[src/sv/icfm_pkg.sv]
// ----------------------------------------------------------------------------
// icfm_pkg
// shared types and constants for the input capture frequency meter
// ----------------------------------------------------------------------------
package icfm_pkg;

    // width of the capture timer
    localparam int CounterBits = 16;
    localparam logic [15:0] CntMask = 16'((32'd1 << CounterBits) - 32'd1);

    localparam int DivBits = 40;   // dividend and quotient width
    localparam int PerBits = 32;   // period (divisor) width
    localparam int QueueDepth = 2;

    localparam logic [15:0] ModuloReset = 16'hFFFF & CntMask;
    localparam logic [39:0] DividendReset = 40'd119304647;

    // configuration register indexes
    typedef enum logic
    {
        REG_MODULO   = 1'b0,
        REG_DIVIDEND = 1'b1
    } icfm_reg_t;

    // divider sequencer states, one-hot
    typedef enum logic [2:0]
    {
        ST_IDLE = 3'b001,
        ST_DIV  = 3'b010,
        ST_HOLD = 3'b100
    } icfm_state_t;

    // job passed from the front end to the queue
    typedef struct packed
    {
        logic        valid;
        logic [31:0] period;
    } icfm_job_t;

    // queue status seen by both sides
    typedef struct packed
    {
        logic full;
        logic empty;
    } icfm_qstat_t;

endpackage

[src/sv/input_capture_frequency_meter_unit.sv]
// ----------------------------------------------------------------------------
// input_capture_frequency_meter_unit
// period and frequency meter driven by timer capture and overflow events
// ----------------------------------------------------------------------------
// usage
//   s_* channel: one item per timer event report (overflow flag, edge flag,
//   captured count). overflows bump a wrapping 16-bit counter; edges pair up,
//   and the closing edge of each pair yields one result item on the m_* channel
//   carrying frequency_q8 = rate_dividend_q8 / period, the period and a
//   zero-period flag (frequency 0 when the period is zero).
//   cfg_* channel: always ready; index 0 writes the timer modulo, index 1
//   the 40-bit q8 dividend. write it only while the block is idle.
//   each pair's period passes the front stage register, the queue and the
//   40-step radix-2 divider in the back end (a zero period skips it) before m_tvalid rises.
//   the front end takes an item every cycle, except while a period waits
//   in its stage; the divider, one period at a time, sets the result rate.
//   a two-entry period queue lets the front keep taking items while the
//   divider works and while a finished result waits on m_tready.
//   reset: overflow counter and edge pairing cleared, registers back to
//   their defaults, queue empty, no result item pending.
//   stall: a held result keeps m_tdata stable; once the queue is full the
//   front deasserts s_tready after the next pairing edge.
// ----------------------------------------------------------------------------
module input_capture_frequency_meter_unit
(
    input  logic        clk,
    input  logic        rst_n,
    input  logic        s_tvalid,
    output logic        s_tready,
    input  logic [23:0] s_tdata,   // overflow_seen, edge_seen, capture_value[15:0], zero pad
    output logic        m_tvalid,
    input  logic        m_tready,
    output logic [79:0] m_tdata,   // frequency_q8[39:0], period_ticks[31:0], zero_period, pad
    input  logic        cfg_valid,
    output logic        cfg_ready,
    input  logic        cfg_index,
    input  logic [39:0] cfg_data
);
    import icfm_pkg::*;

    logic [15:0] modulo_reg;
    logic [39:0] dividend_reg;
    icfm_job_t   push;
    icfm_qstat_t qstat;
    logic [31:0] head;
    logic        pop;
    logic [39:0] frequency_q8;
    logic [31:0] period_ticks;
    logic        zero_period;

    // configuration registers, always ready, written whenever cfg_valid is high
    assign cfg_ready = 1'b1;

    always_ff @(posedge clk or negedge rst_n)
    begin
        if (!rst_n)
        begin
            modulo_reg <= ModuloReset;
            dividend_reg <= DividendReset;
        end
        else if (cfg_valid)
        begin
            case (cfg_index)
                REG_MODULO:   modulo_reg <= cfg_data[15:0] & CntMask;
                REG_DIVIDEND: dividend_reg <= cfg_data;
                default:      modulo_reg <= modulo_reg;
            endcase
        end
    end

    // front end: overflow counting, edge pairing, period forming
    icfm_front u_front
    (
        .clk           (clk),
        .rst_n         (rst_n),
        .in_valid      (s_tvalid),
        .in_ready      (s_tready),
        .overflow_seen (s_tdata[0]),
        .edge_seen     (s_tdata[1]),
        .capture_value (s_tdata[17:2]),
        .modulo_value  (modulo_reg),
        .qstat         (qstat),
        .push          (push)
    );

    // periods waiting for the divider
    icfm_queue u_queue
    (
        .clk   (clk),
        .rst_n (rst_n),
        .push  (push),
        .pop   (pop),
        .head  (head),
        .qstat (qstat)
    );

    // back end: divider and result register
    icfm_back u_back
    (
        .clk              (clk),
        .rst_n            (rst_n),
        .qstat            (qstat),
        .head             (head),
        .pop              (pop),
        .rate_dividend_q8 (dividend_reg),
        .out_valid        (m_tvalid),
        .out_ready        (m_tready),
        .frequency_q8     (frequency_q8),
        .period_ticks     (period_ticks),
        .zero_period      (zero_period)
    );

    assign m_tdata = {7'd0, zero_period, period_ticks, frequency_q8};

endmodule

[src/sv/icfm_front.sv]
// ----------------------------------------------------------------------------
// icfm_front
// accepts items, counts overflows, pairs edges and forms the period
// ----------------------------------------------------------------------------
module icfm_front
(
    input  logic                clk,
    input  logic                rst_n,
    input  logic                in_valid,
    output logic                in_ready,
    input  logic                overflow_seen,
    input  logic                edge_seen,
    input  logic [15:0]         capture_value,
    input  logic [15:0]         modulo_value,
    input  icfm_pkg::icfm_qstat_t qstat,
    output icfm_pkg::icfm_job_t push
);
    import icfm_pkg::*;

    logic [15:0]        overflow_count_reg;
    logic [15:0]        overflow_count_next;
    logic               second_pending_reg;
    logic [15:0]        first_ovf_reg;
    logic [15:0]        first_cap_reg;
    logic               stage_valid_reg;
    logic signed [16:0] ovf_diff_reg;
    logic signed [16:0] cap_diff_reg;
    logic               accept;
    logic [15:0]        cap_masked;
    logic signed [33:0] product;

    assign in_ready = !stage_valid_reg;
    assign accept = in_valid && in_ready;
    assign cap_masked = capture_value & CntMask;
    assign overflow_count_next = overflow_count_reg + {15'd0, overflow_seen};

    // exact (ovf2 - ovf1) * modulo, kept modulo 2^32 below
    assign product = ovf_diff_reg * $signed({1'b0, modulo_value});

    assign push.valid = stage_valid_reg && !qstat.full;
    assign push.period = product[31:0] + {{15{cap_diff_reg[16]}}, cap_diff_reg};

    always_ff @(posedge clk or negedge rst_n)
    begin
        if (!rst_n)
        begin
            overflow_count_reg <= '0;
            second_pending_reg <= 1'b0;
            first_ovf_reg <= '0;
            first_cap_reg <= '0;
            stage_valid_reg <= 1'b0;
        end
        else
        begin
            if (push.valid)
            begin
                stage_valid_reg <= 1'b0;
            end
            if (accept)
            begin
                overflow_count_reg <= overflow_count_next;
                if (edge_seen)
                begin
                    if (!second_pending_reg)
                    begin
                        first_ovf_reg <= overflow_count_next;
                        first_cap_reg <= cap_masked;
                        second_pending_reg <= 1'b1;
                    end
                    else
                    begin
                        second_pending_reg <= 1'b0;
                        stage_valid_reg <= 1'b1;
                    end
                end
            end
        end
    end

    // signed differences of the paired edges
    always_ff @(posedge clk)
    begin
        if (accept && edge_seen && second_pending_reg)
        begin
            ovf_diff_reg <= $signed({1'b0, overflow_count_next}) - $signed({1'b0, first_ovf_reg});
            cap_diff_reg <= $signed({1'b0, cap_masked}) - $signed({1'b0, first_cap_reg});
        end
    end

endmodule

[src/sv/icfm_queue.sv]
// ----------------------------------------------------------------------------
// icfm_queue
// short period queue between the front end and the divider
// ----------------------------------------------------------------------------
module icfm_queue
(
    input  logic                  clk,
    input  logic                  rst_n,
    input  icfm_pkg::icfm_job_t   push,
    input  logic                  pop,
    output logic [31:0]           head,
    output icfm_pkg::icfm_qstat_t qstat
);
    import icfm_pkg::*;

    logic [31:0] mem_reg [QueueDepth];
    logic        wr_ptr_reg;
    logic        rd_ptr_reg;
    logic [1:0]  count_reg;
    logic        do_push;
    logic        do_pop;

    assign qstat.full = (count_reg == 2'(QueueDepth));
    assign qstat.empty = (count_reg == 2'd0);
    assign do_push = push.valid && !qstat.full;
    assign do_pop = pop && !qstat.empty;
    assign head = mem_reg[rd_ptr_reg];

    always_ff @(posedge clk)
    begin
        if (do_push)
        begin
            mem_reg[wr_ptr_reg] <= push.period;
        end
    end

    always_ff @(posedge clk or negedge rst_n)
    begin
        if (!rst_n)
        begin
            wr_ptr_reg <= 1'b0;
            rd_ptr_reg <= 1'b0;
            count_reg <= '0;
        end
        else
        begin
            if (do_push)
            begin
                wr_ptr_reg <= !wr_ptr_reg;
            end
            if (do_pop)
            begin
                rd_ptr_reg <= !rd_ptr_reg;
            end
            case ({do_push, do_pop})
                2'b10:   count_reg <= count_reg + 2'd1;
                2'b01:   count_reg <= count_reg - 2'd1;
                default: count_reg <= count_reg;
            endcase
        end
    end

endmodule

[src/sv/icfm_back.sv]
// ----------------------------------------------------------------------------
// icfm_back
// radix-2 restoring divider and output register
// ----------------------------------------------------------------------------
module icfm_back
(
    input  logic                  clk,
    input  logic                  rst_n,
    input  icfm_pkg::icfm_qstat_t qstat,
    input  logic [31:0]           head,
    output logic                  pop,
    input  logic [39:0]           rate_dividend_q8,
    output logic                  out_valid,
    input  logic                  out_ready,
    output logic [39:0]           frequency_q8,
    output logic [31:0]           period_ticks,
    output logic                  zero_period
);
    import icfm_pkg::*;

    icfm_state_t state_reg;
    logic [5:0]  step_reg;
    logic [32:0] rem_reg;
    logic [39:0] quot_reg;
    logic [31:0] divisor_reg;
    logic        zero_reg;
    logic        out_valid_reg;
    logic [32:0] rem_shift;
    logic [32:0] rem_diff;
    logic        fits;
    logic        load_out;

    assign pop = (state_reg == ST_IDLE) && !qstat.empty;
    assign load_out = (state_reg == ST_HOLD) && (!out_valid_reg || out_ready);
    assign out_valid = out_valid_reg;

    // one quotient bit per cycle
    assign rem_shift = {rem_reg[31:0], quot_reg[DivBits-1]};
    assign rem_diff = rem_shift - {1'b0, divisor_reg};
    assign fits = !rem_diff[32];

    always_ff @(posedge clk or negedge rst_n)
    begin
        if (!rst_n)
        begin
            state_reg <= ST_IDLE;
            step_reg <= '0;
            out_valid_reg <= 1'b0;
        end
        else
        begin
            // a new result replaces the one taken in the same cycle
            if (load_out)
            begin
                out_valid_reg <= 1'b1;
            end
            else if (out_ready)
            begin
                out_valid_reg <= 1'b0;
            end
            case (state_reg)
                ST_IDLE:
                begin
                    if (pop)
                    begin
                        step_reg <= '0;
                        state_reg <= (head == '0) ? ST_HOLD : ST_DIV;
                    end
                end
                ST_DIV:
                begin
                    step_reg <= step_reg + 6'd1;
                    if (step_reg == 6'(DivBits - 1))
                    begin
                        state_reg <= ST_HOLD;
                    end
                end
                ST_HOLD:
                begin
                    if (load_out)
                    begin
                        state_reg <= ST_IDLE;
                    end
                end
                default:
                begin
                    state_reg <= ST_IDLE;
                end
            endcase
        end
    end

    always_ff @(posedge clk)
    begin
        if (pop)
        begin
            divisor_reg <= head;
            zero_reg <= (head == '0);
            rem_reg <= '0;
            quot_reg <= (head == '0) ? '0 : rate_dividend_q8;
        end
        else if (state_reg == ST_DIV)
        begin
            rem_reg <= fits ? rem_diff : rem_shift;
            quot_reg <= {quot_reg[DivBits-2:0], fits};
        end
        if (load_out)
        begin
            frequency_q8 <= quot_reg;
            period_ticks <= divisor_reg;
            zero_period <= zero_reg;
        end
    end

endmodule

[config.mk]
export PLATFORM = sky130hd
export DESIGN_NAME = input_capture_frequency_meter_unit
export DESIGN_NICKNAME = d
export VERILOG_FILES = /design/src/sv/icfm_pkg.sv /design/src/sv/input_capture_frequency_meter_unit.sv /design/src/sv/icfm_front.sv /design/src/sv/icfm_queue.sv /design/src/sv/icfm_back.sv
export SDC_FILE = /design/constraint.sdc
export NUM_CORES = 1
export LEC_CHECK = 0
export BUFFER_PORTS_ARGS = -buffer_cell sky130_fd_sc_hd__buf_2
export CAP_MARGIN = 20
export CORE_MARGIN = 5
export CORE_UTILIZATION = 55
export CTS_CLUSTER_SIZE = 10
export DETAILED_ROUTE_END_ITERATION = 10
export PLACE_DENSITY = 0.73
export SLEW_MARGIN = 20
export SYNTH_ARGS = -nofsm -noshare
export SYNTH_HDL_FRONTEND = slang
export SYNTH_HIERARCHICAL = 1
export SYNTH_SLANG_ARGS = --single-unit
[constraint.sdc]
create_clock -name clk -period 8.4 [get_ports clk]
set_clock_uncertainty 0.1 [all_clocks]
set_input_delay 1.26 -clock clk [delete_from_list [all_inputs] [get_ports clk]]
set_output_delay 1.26 -clock clk [all_outputs]
set_load 0.05 [all_outputs]
After elaboration in Yosys (flattened, before gate mapping):

Memory sizes are Yosys's and may differ from the RTL's.
Index checks and enable logic that the tools add are counted.

* flip-flop bits (word level): 332
* RAM bits: 64
* input bits: 70
* output and inout port bits: 83
* word-level logic and storage cells: 93
* memories: 1

Memory list
* u_queue.mem_reg: depth 2, width 32, rd ports 1, clocked after Yosys merged registers in 0, wr ports 1, RTL line icfm_queue.sv:16 `logic [31:0] mem_reg [QueueDepth];`

* $add $sub $neg: 8
* multiply operators: 1
* equality and inequality tests: 10
* mux-type cells: 21
* bitwise logic cells: 2
* reductions and logical operators: 28

Operator list (number)
* two-way mux 40 bit: 3
* subtractor 16 x 16 -> 17 bit: 2
* subtractor 33 x 32 -> 33 bit: 1
* adder 32 bit: 1
* logical NOT 32 bit: 1
* multiplier 17 x 17 -> 32 bit: 1
* two-way mux 32 bit: 1
* adder 16 x 1 -> 16 bit: 1
* two-way mux 3 bit: 4
* one-hot mux 6 bit (2 select lines): 1
* two-way mux 1 bit: 9
* one-hot mux 3 bit (3 select lines): 1
* logical AND 1 bit: 8
* AND reduction 2 bit: 4
* nonzero test 2 bit: 4
* logical NOT 1 bit: 7
* adder 6 x 1 -> 6 bit (second input constant): 1
* == test 6 bit (second input constant): 1
* two-way mux 6 bit: 1
* AND reduction 3 bit: 2
* == test 2 bit (second input constant): 2
* inequality test 2 x 1 -> 1 bit (second input constant): 2
* one-hot mux 2 bit (2 select lines): 1
* == test 3 x 1 -> 1 bit (second input constant): 1
* 9 further kinds: 10

Logic depth before layout (Yosys ltp):

Gate-level depths: netlist (run 1).

* word-level depth: 7
* gate-level depth with buffers: 24

By module:

Netlist (run 1), hierarchy kept.

Modules (own cells, without submodules)
* icfm_front: times used 1, cells each 1638, area each 15248.4 um^2, seq. area each 2272.2 um^2
* icfm_back: times used 1, cells each 790, area each 8832.2 um^2, seq. area each 5276.3 um^2
* icfm_queue: times used 1, cells each 118, area each 2658.8 um^2, seq. area each 2021.9 um^2
* input_capture_frequency_meter_unit: times used 1, cells each 131, area each 2239.6 um^2, seq. area each 1440.1 um^2

Worst setup path before layout (run 1):

Ideal clock, no wire load.

* kind: register to register
* start: register modulo_reg[8]
* end: memory u_queue.mem_reg[0][31] (data pin)
* arrival: 5939 ps
* required time: 8036 ps
* slack: 2097 ps
* stages on the path, launching flop included: 25
* path buffers: 2
* cells stage by stage: dfstp_2 -> clkbuf_1 -> clkbuf_1 -> nand2_1 -> fa_1 -> inv_1 -> fa_1 -> inv_1 -> fa_1 -> inv_1 -> fa_1 -> fa_1 -> inv_1 -> fa_1 -> inv_1 -> ha_1 -> nand4_1 -> nor2_1 -> a41oi_2 -> a21boi_2 -> a41oi_4 -> o211ai_2 -> a31oi_4 -> o21ai_2 -> xnor2_1

RTL lines
* start: declaration: RTL line input_capture_frequency_meter_unit.sv:41 `logic [15:0] modulo_reg;`
* start signal: assignment: RTL line input_capture_frequency_meter_unit.sv:58 `modulo_reg <= ModuloReset;`
* start signal: assignment: RTL line input_capture_frequency_meter_unit.sv:64 `REG_MODULO: modulo_reg <= cfg_data[15:0] & CntMask;`
* start signal: assignment: RTL line input_capture_frequency_meter_unit.sv:66 `default: modulo_reg <= modulo_reg;`
* end: declaration: RTL line icfm_queue.sv:16

==> results.yml, run 1 <==
floorplanning:
  die_y_um: 240
  start_util_pct: 55.4
  die-area_um2: 57400
  coreArea_um2: 52300
  die_w_um: 240
  ioPinCount: 153
  rows: 84
yosys:
  yosys_register_bits: 396
  synth_ff_type: "edfxtp_1"
  synth.area.top_cells: "edfxtp_1 (25%), fa_1 (20%), dfrtp_1 (7.6%), ha_1 (6.5%), inv_1 (5.9%)"
  netlist.area_leader.share_pct: 25.3
  netlist_area_um2: 29000
  synth_top_area_cell: "edfxtp_1"
  synth_edf_count: 244
  synthCells: 2677
  ys_seq_area_share_pct: 38.0
  ys_async_sr_fraction_pct: 30.3
  synth_cell_types: 81
  yosys_warnings: 6
  syn_area_per_cell_um2: 10.8
min_path:
  holdPathStages: 0
  hp-class: "flip-flop to flip-flop"
  worstHoldStart: "u_back/quot_reg[21]"
  hold_end: "u_back/frequency_q8[21]"
timing:
  fin_crit_sh_pct: 79.0
  finalHoldViolations: 0
  min_period_ps: 6640
  fin_setup_tns_ps: 0
  setup_viol: 0
  maxSlewViolCount: 0
  rsz0062_at_grt: "false"
  worst_slew_pin_slew_ps: 1120
  fmax_ghz: 0.151
  slew_headroom_pct: 25.2
worst_setup_path:
  cp_slowest_cell: "edfxtp_1"
  crit_required_ps: 8610
  worst-path-max-fanout: 16
  rrSetupSlack_ps: 1760
  crit_family: "adder cells"
  cp.arrival_ps: 6850
  reg2reg_to: "u_queue/mem_reg[1][31]"
  crit_type: "flip-flop to flip-flop"
  cp-start-kind: "flip-flop"
  crit_buf_inv: 6
  reg2regPathDepth: 23
  timing.rr.start: "u_front/ovf_diff_reg[10]"
  crit_path_end_kind: "flip-flop"
  cp_cell_sequence: "and2_1 -> fa_1 -> inv_1 -> fa_1 -> inv_1 -> fa_1 -> inv_1 -> fa_1 -> inv_1 -> fa_1 -> inv_1 -> fa_1 -> inv_1 -> ha_1 -> nand4_1 -> nor2_1 -> a41oi_2 -> a21boi_2 -> a41oi_4 -> o211ai_2 -> a31oi_4 -> o21ai_2 -> xnor2_1"
  max_stage_delay_ps: 630
global_routing:
  grt_pass1_wl_mm: 99.0
  grt_overflow: 0
  grtUsageTotal_pct: 21.1
  antenna_found_initial: 0
  grt_max_degree: 79
  grt_pass1_vias: 19800
route:
  postRouteAntennaNets: 0
  drtIter0Drc: 1369
  routed_wl_mm: 59.3
  drc: 0
  post_drt_wl_per_cell_um: 16.9
  vias: 18800
  dr.pass1.iters: 5
  via_per_inst: 5.36
cells_and_area:
  synthToLayoutAreaGrowth_pct: 9.30
  drive_above_1_share_pct: 12.8
  antenna_cells: 0
  num-nets-final: 3296
  largest_register_ffs: 64
cts:
  root_buffer: "clkbuf_16"
  cts_tree: "built"
  cts-resized-gates: 0
  cts_buffers: 47
  insertion_delay_ps: 590
  clk_path_buf_depth: 3
  cts.sinks: 396
  clk_pin_slew_ps: 50
  cts_hold_buf: 0
  cts_setup_buffers: 0
  h-tree-depth: 2
placed_design:
  dp_hpwl_mm: 46.0
  port-buffer-count: 138
  gp_congestion: 0.888
job:
  maxCapViolations: 0
run_status:
  status: "finished clean"
## worst reg2reg max path, stage by stage, from the launching register on
cell	delay [ps]
edfxtp_1	630
and2_1	300
fa_1	530
inv_1	50
fa_1	550
inv_1	60
fa_1	500
inv_1	50
fa_1	530
inv_1	50
fa_1	470
inv_1	50
fa_1	470
inv_1	40
ha_1	360
nand4_1	110
nor2_1	210
a41oi_2	200
a21boi_2	320
a41oi_4	210
o211ai_2	240
a31oi_4	130
o21ai_2	160
xnor2_1	100
## per-layer routing
metal / up-vias / GRT usage (%) / part of all wire, %
met1: 9402 / 27.3 / 43
met5: - / 0 / 0
li1: 8925 / - / -
met4: 0 / 5.65 / 2.3
met2: 424 / 37.4 / 51
met3: 88 / 2.99 / 4.3
## layout make-up
| type | instances | area, µm² |
|---|---|---|
| multi-input combinational | 1729 | 15800 |
| fill | 4148 | 20700 |
| clock buffer | 82 | 1360 |
| inverter | 461 | 1730 |
| clock inverter | 6 | 103 |
| tap | 688 | 861 |
| timing repair buffer | 153 | 810 |
| sequential | 396 | 11000 |
## cell families after synthesis
family,share of synthesized area [%]
compound gates,7.68
xor+xnor,3.51
fa+ha+maj,26.3
buf+inv,7.69
flops,38.0
mux,4.77
other cells,0.0259
simple gates,12.0
## synthesized netlist by cell type (36+ instances only)
master	n
a21oi_1	56
and2_1	174
clkbuf_1	72
dfrtp_1	88
edfxtp_1	244
fa_1	287
ha_1	151
inv_1	459
mux2_2	48
mux2_4	39
nand2_1	315
nand3_1	38
nor2_1	70
o21ai_0	129
xnor2_1	80
xor2_1	36
## through the flow
stage	area, µm²	worst slack [ps]	std cells	util [%]	hold slack [ps]
floorplan	29000	2100	2683	-	300
global placement	30200	1810	3427	57.7	304
detailed placement	30200	1720	3427	57.7	334
CTS	31700	1770	3515	60.5	347
global route	31700	1390	3515	60.5	350
finish	31700	1760	3515	60.5	346
## placed cells by master, fill, tap and decap left out, types with 49 or more instances in the layout
master / n
a21oi_1: 56
and2_1: 174
buf_2: 137
clkbuf_16: 49
dfrtp_1: 87
edfxtp_1: 244
fa_1: 287
ha_1: 151
inv_1: 459
nand2_1: 315
nor2_1: 66
o21ai_0: 129
xnor2_1: 80
## worst max-delay path by stage
stage	startpoint	endpoint	cells after the start
floorplan	modulo_reg[8]	u_queue/mem_reg[0][31]	24
global placement	u_front/ovf_diff_reg[10]	u_queue/mem_reg[0][30]	23
detailed placement	u_front/ovf_diff_reg[10]	u_queue/mem_reg[0][31]	23
CTS	u_front/ovf_diff_reg[10]	u_queue/mem_reg[1][31]	23
global route	u_front/ovf_diff_reg[10]	u_queue/mem_reg[1][31]	23
finish	u_front/ovf_diff_reg[10]	u_queue/mem_reg[1][31]	23
Power of run 1 is not shown: default switching activity piles up to over one toggle a cycle in this logic, so the estimate is an artifact.
==> inputs of run 2 (changes only) <==
clock period = 6.3 ns   (was 8.4 ns; I/O delays follow)
==> run 2 against run 1 <==
Net effect:
- final cell count grew 2.2%
- global-route usage up 0.37 points
- routed wire length grew 4.3%
- clock-buffer cell count increased by 1
- fmax rose by 5.5%
- die area unchanged
- register-to-register slack worse by 1800 ps
- setup slack got worse by 1800 ps
- critical path type unchanged
- highest routed layer unchanged
==> results.yml, run 2 (synthesis results as in run 1) <==
timing:
  setup_viol: 0
  rsz0062_at_grt: "true"
  maxSlewViolCount: 0
  min_period_ps: 6290
  worst_slew_pin_slew_ps: 1080
  slew_headroom_pct: 27.4
  fin_crit_sh_pct: 99.9
  fmax_ghz: 0.159
  finalHoldViolations: 0
  hold_slack_ps: 300
run_status:
  status: "finished clean"
cells_and_area:
  synthToLayoutAreaGrowth_pct: 12.0
  most-common-layout-cells: "inv_1 (450), nand2_1 (313), fa_1 (285), edfxtp_1 (244), and2_1 (171)"
  final_common_cell: "inv_1"
  num-nets-final: 3370
  largest_register_ffs: 64
  drive_above_1_share_pct: 16.2
  fin_area_um2: 32500
min_path:
  hp-class: "primary input to asynchronous set/reset pin"
worst_setup_path:
  cp.arrival_ps: 6490
  cp_slowest_cell: "dfstp_4"
  worst-path-max-fanout: 6
  crit_top_cell: "fa_1"
  max_stage_delay_ps: 690
  cp_cell_sequence: "buf_6 -> nand2_1 -> fa_1 -> fa_1 -> fa_1 -> fa_1 -> fa_1 -> fa_1 -> inv_1 -> ha_1 -> buf_4 -> o21ai_1 -> o21ai_1 -> o211ai_1 -> a21boi_2 -> a41oi_4 -> o211ai_2 -> a31oi_4 -> o21ai_2 -> xnor2_2"
  crit_required_ps: 6500
  cp-start-kind: "flip-flop"
  crit_type: "flip-flop to flip-flop"
  crit_path_end_kind: "flip-flop"
route:
  postRouteAntennaNets: 0
  vias: 19500
  routed_wl_mm: 61.9
  post_drt_wl_per_cell_um: 17.2
  via_per_inst: 5.43
  drtIter0Drc: 1480
  drc: 0
  dr.pass1.iters: 5
placed_design:
  dp_hpwl_mm: 46.6
  dpl_cell_area_um2: 30600
  port-buffer-count: 138
  gp_congestion: 0.948
cts:
  h-tree-depth: 2
  cts_hold_buf: 0
  cts.sinks: 396
  root_buffer: "clkbuf_16"
  insertion_delay_ps: 580
  cts_buffers: 47
  cts_tree: "built"
  clk_pin_slew_ps: 60
  clk_path_buf_depth: 3
floorplanning:
  rows: 84
  ioPinCount: 153
  start_util_pct: 55.4
  die-area_um2: 57400
  die_y_um: 240
  die_w_um: 240
  coreArea_um2: 52300
job:
  maxCapViolations: 0
global_routing:
  grt_max_degree: 76
  grtUsageTotal_pct: 21.4
  grt_pass1_vias: 20300
  grt_overflow: 0
  antenna_found_initial: 2
  grt_pass1_wl_mm: 101
run 2: cell types whose count changed in the layout (fill, tap and decap cells not counted), moves of 4 or more:
cell,change
buf_6,+8
ha_1,-6
buf_4,+62
inv_1,-9
inv_2,+8
o21ai_0,-5
dfstp_2,-4
ha_4,+5
dfstp_4,+4
run 2: path summary, 6_finish.rpt:
path                                      start  depth (start not counted)  slack [ps]                            end
worst max-delay path              modulo_reg[3]                         20           8         u_queue/mem_reg[0][31]
worst min-delay path                      rst_n                          1         300  u_front/overflow_count_reg[0]
worst max register to register    modulo_reg[3]                         20           8         u_queue/mem_reg[0][31]
worst min register to register  u_back/zero_reg                          0         330             u_back/zero_period
max in group asynchronous                 rst_n                          2        4780            u_back/state_reg[0]
min in group clk                u_back/zero_reg                          0         330             u_back/zero_period
run 2: area by class of cell:
class                   count  area [µm²]
multi-input cells        1729       15900
clock buffers              83        1400
fillers                  4055       19900
diodes                      2        5.00
flip-flops and latches    396       11000
inverters                 461        1730
clock inverters             5        88.8
well taps                 688         861
repair buffers            227        1420
run 2: layer usage:
layer / vias up / wire [µm] / GRT usage, %
met3: 106 / 2980 / 3.09
li1: 9086 / - / -
met4: 0 / 1360 / 5.36
met5: - / 0 / 0
met1: 9812 / 25700 / 27.8
met2: 507 / 31800 / 38.2
run 2: per-stage QoR:
step	cells	util (%)	setup WS (ps)	TNS, ps
2_1_floorplan	2683	-	28.6	0
3_3_place_gp	3484	58.5	61.8	0
3_5_place_dp	3484	58.5	2.82	0
4_1_cts	3572	61.4	32.3	0
5_1_grt	3591	62.0	-195	-1380
6_report	3591	62.0	8.49	0
run 2: what timing repair did:
| action | CTS | global route |
|---|---|---|
| pin swaps | 0 | 30 |
| endpoints found under the setup margin | 2 | 16 |
| setup buffers | 0 | 17 |
| gates resized for setup | 1 | 53 |
run 2: critical path, delay by kind of cell, from the launching register on:
kind,cells,cell delay (ps)
adder cells (fa/ha/maj),7,3310
flip-flops,1,690
XOR/XNOR,1,90
AND/OR/NAND/NOR,1,70
AO/OA/AOI/OAI,8,1410
buffers and inverters,3,330
Power of run 2 is left out for the same reason.
==> inputs of run 3 (changes only) <==
==> constraint.sdc (replaced) <==
create_clock -name clk -period 6.3 [get_ports clk]
set_clock_uncertainty 0.1 [all_clocks]
set_input_delay 0.63 -clock clk [delete_from_list [all_inputs] [get_ports clk]]
set_output_delay 0.63 -clock clk [all_outputs]
set_load 0.05 [all_outputs]
==> run 3 against run 2 <==
Net effect:
- non-clock buffer count up 1
- fmax is 1.6% higher
- die area stayed put
- register-to-register slack better by 97 ps
- setup slack better by 97 ps
- critical path depth up 5
- hold slack got worse by 130 ps
- final cell count is essentially flat
- design area barely moved
- utilization increased by 0.057 points
- first-iteration DRC count fell by 10%
==> results.yml, run 3 (synthesis results as in run 1) <==
run_status:
  status: "finished clean"
cells_and_area:
  most-common-layout-cells: "inv_1 (450), nand2_1 (314), fa_1 (285), edfxtp_1 (244), and2_1 (170)"
  drive_above_1_share_pct: 16.3
  fillers: 4074
  final_common_cell: "inv_1"
  synthToLayoutAreaGrowth_pct: 12.1
  num-nets-final: 3371
  largest_register_ffs: 64
  fin_area_um2: 32500
timing:
  fin_setup_tns_ps: 0
  fin_crit_sh_pct: 98.3
  slew_headroom_pct: 23.6
  maxSlewViolCount: 0
  setup_viol: 0
  fmax_ghz: 0.161
  min_period_ps: 6190
  rsz0062_at_grt: "true"
  worst_slew_pin_slew_ps: 1140
  finalHoldViolations: 0
  hold_slack_ps: 175
worst_setup_path:
  crit_path_end_kind: "flip-flop"
  crit_buf_inv: 8
  cp_slowest_cell: "fa_1"
  cp-start-kind: "flip-flop"
  crit_family: "adder cells"
  crit_top_cell: "fa_1"
  crit_required_ps: 6530
  worst-path-max-fanout: 8
  crit_type: "flip-flop to flip-flop"
  cp.arrival_ps: 6420
  max_stage_delay_ps: 530
global_routing:
  grt_max_degree: 76
  grt-busiest-layer: "met2"
  gr-usage-met3_pct: 3.53
  antenna_found_initial: 2
  grt_overflow: 0
  met2_usage_pct: 38.0
  grtUsageMet1_pct: 27.4
  grt_pass1_wl_mm: 101
  grt_pass1_vias: 20400
  grtUsageTotal_pct: 21.4
placed_design:
  gp_congestion: 0.921
  port-buffer-count: 138
  dpl_cell_area_um2: 30600
  dp_hpwl_mm: 47.0
cts:
  h-tree-depth: 2
  cts.sinks: 396
  insertion_delay_ps: 590
  cts_buffers: 47
  clk_pin_slew_ps: 60
  cts_tree: "built"
  root_buffer: "clkbuf_16"
  clk_path_buf_depth: 3
floorplanning:
  die_y_um: 240
  die-area_um2: 57400
  start_util_pct: 55.4
  rows: 84
  coreArea_um2: 52300
  ioPinCount: 153
  die_w_um: 240
route:
  via_per_inst: 5.39
  vias: 19400
  drc: 0
  postRouteAntennaNets: 0
  drtIter0Drc: 1326
  dr.pass1.iters: 5
  post_drt_wl_per_cell_um: 17.3
  routed_wl_mm: 62.2
min_path:
  hp-class: "primary input to flip-flop"
job:
  maxCapViolations: 0
==> run 3: cell type report <==
cell class	count	area, µm²	area share, %
Antenna cell	2	5.00	0.0154
Inverter	461	1740	5.35
Timing Repair Buffer	228	1450	4.45
Clock buffer	82	1350	4.15
Sequential cell	396	11000	33.9
Tap cell	688	861	2.65
Clock inverter	6	81.3	0.250
Multi-Input combinational cell	1729	16000	49.2
==> run 3: metrics by stage <==
| stage | instances | util, % | worst slack [ps] |
|---|---|---|---|
| detailed placement | 3477 | 58.4 | -65.7 |
| global route | 3592 | 62.1 | -113 |
| global placement | 3477 | 58.4 | 51.9 |
| finish | 3592 | 62.1 | 105 |
| CTS | 3567 | 61.2 | 14.7 |
| floorplan | 2683 | - | 28.6 |
==> run 3: worst reg2reg max path: cells and delay by family (launching register included) <==
kind                     cells  cell delay (ps)
adder cells (fa/ha/maj)      7             3280
AND/OR/NAND/NOR              5              700
AO/OA/AOI/OAI                4              650
buffers and inverters        8              570
flip-flops                   1              520
XOR/XNOR                     1              140
==> run 3: final timing paths <==
path,start,endpoint,slack (ps),cells after the start
setup / recovery,modulo_reg[6],u_queue/mem_reg[0][28],110,25
hold / removal,s_tdata[8],u_front/first_cap_reg[6],170,3
setup reg to reg,modulo_reg[6],u_queue/mem_reg[0][28],110,25
hold reg to reg,u_back/zero_reg,u_back/zero_period,330,0
max in group asynchronous,rst_n,u_queue/rd_ptr_reg,4140,3
min in group asynchronous,rst_n,u_front/overflow_count_reg[1],520,2
==> run 3: per-layer routing <==
| metal | routed length (µm) | part of all wire, % | up-vias |
|---|---|---|---|
| met4 | 1870 | 3.0 | 0 |
| met2 | 31300 | 50 | 471 |
| met3 | 3020 | 4.9 | 123 |
| met1 | 26000 | 42 | 9689 |
| li1 | - | - | 9084 |
| met5 | 0 | 0 | - |
==> run 3: repair_timing <==
action | CTS | global route
pin swaps | 0 | 39
buffers inserted | 1 | 22
endpoints found under the setup margin | 4 | 16
hold buffers | 1 | 0
cloned | 0 | 0
resized for setup | 3 | 62
hold endpoints to repair | 24 | 0
Power of run 3 is left out for the same reason.
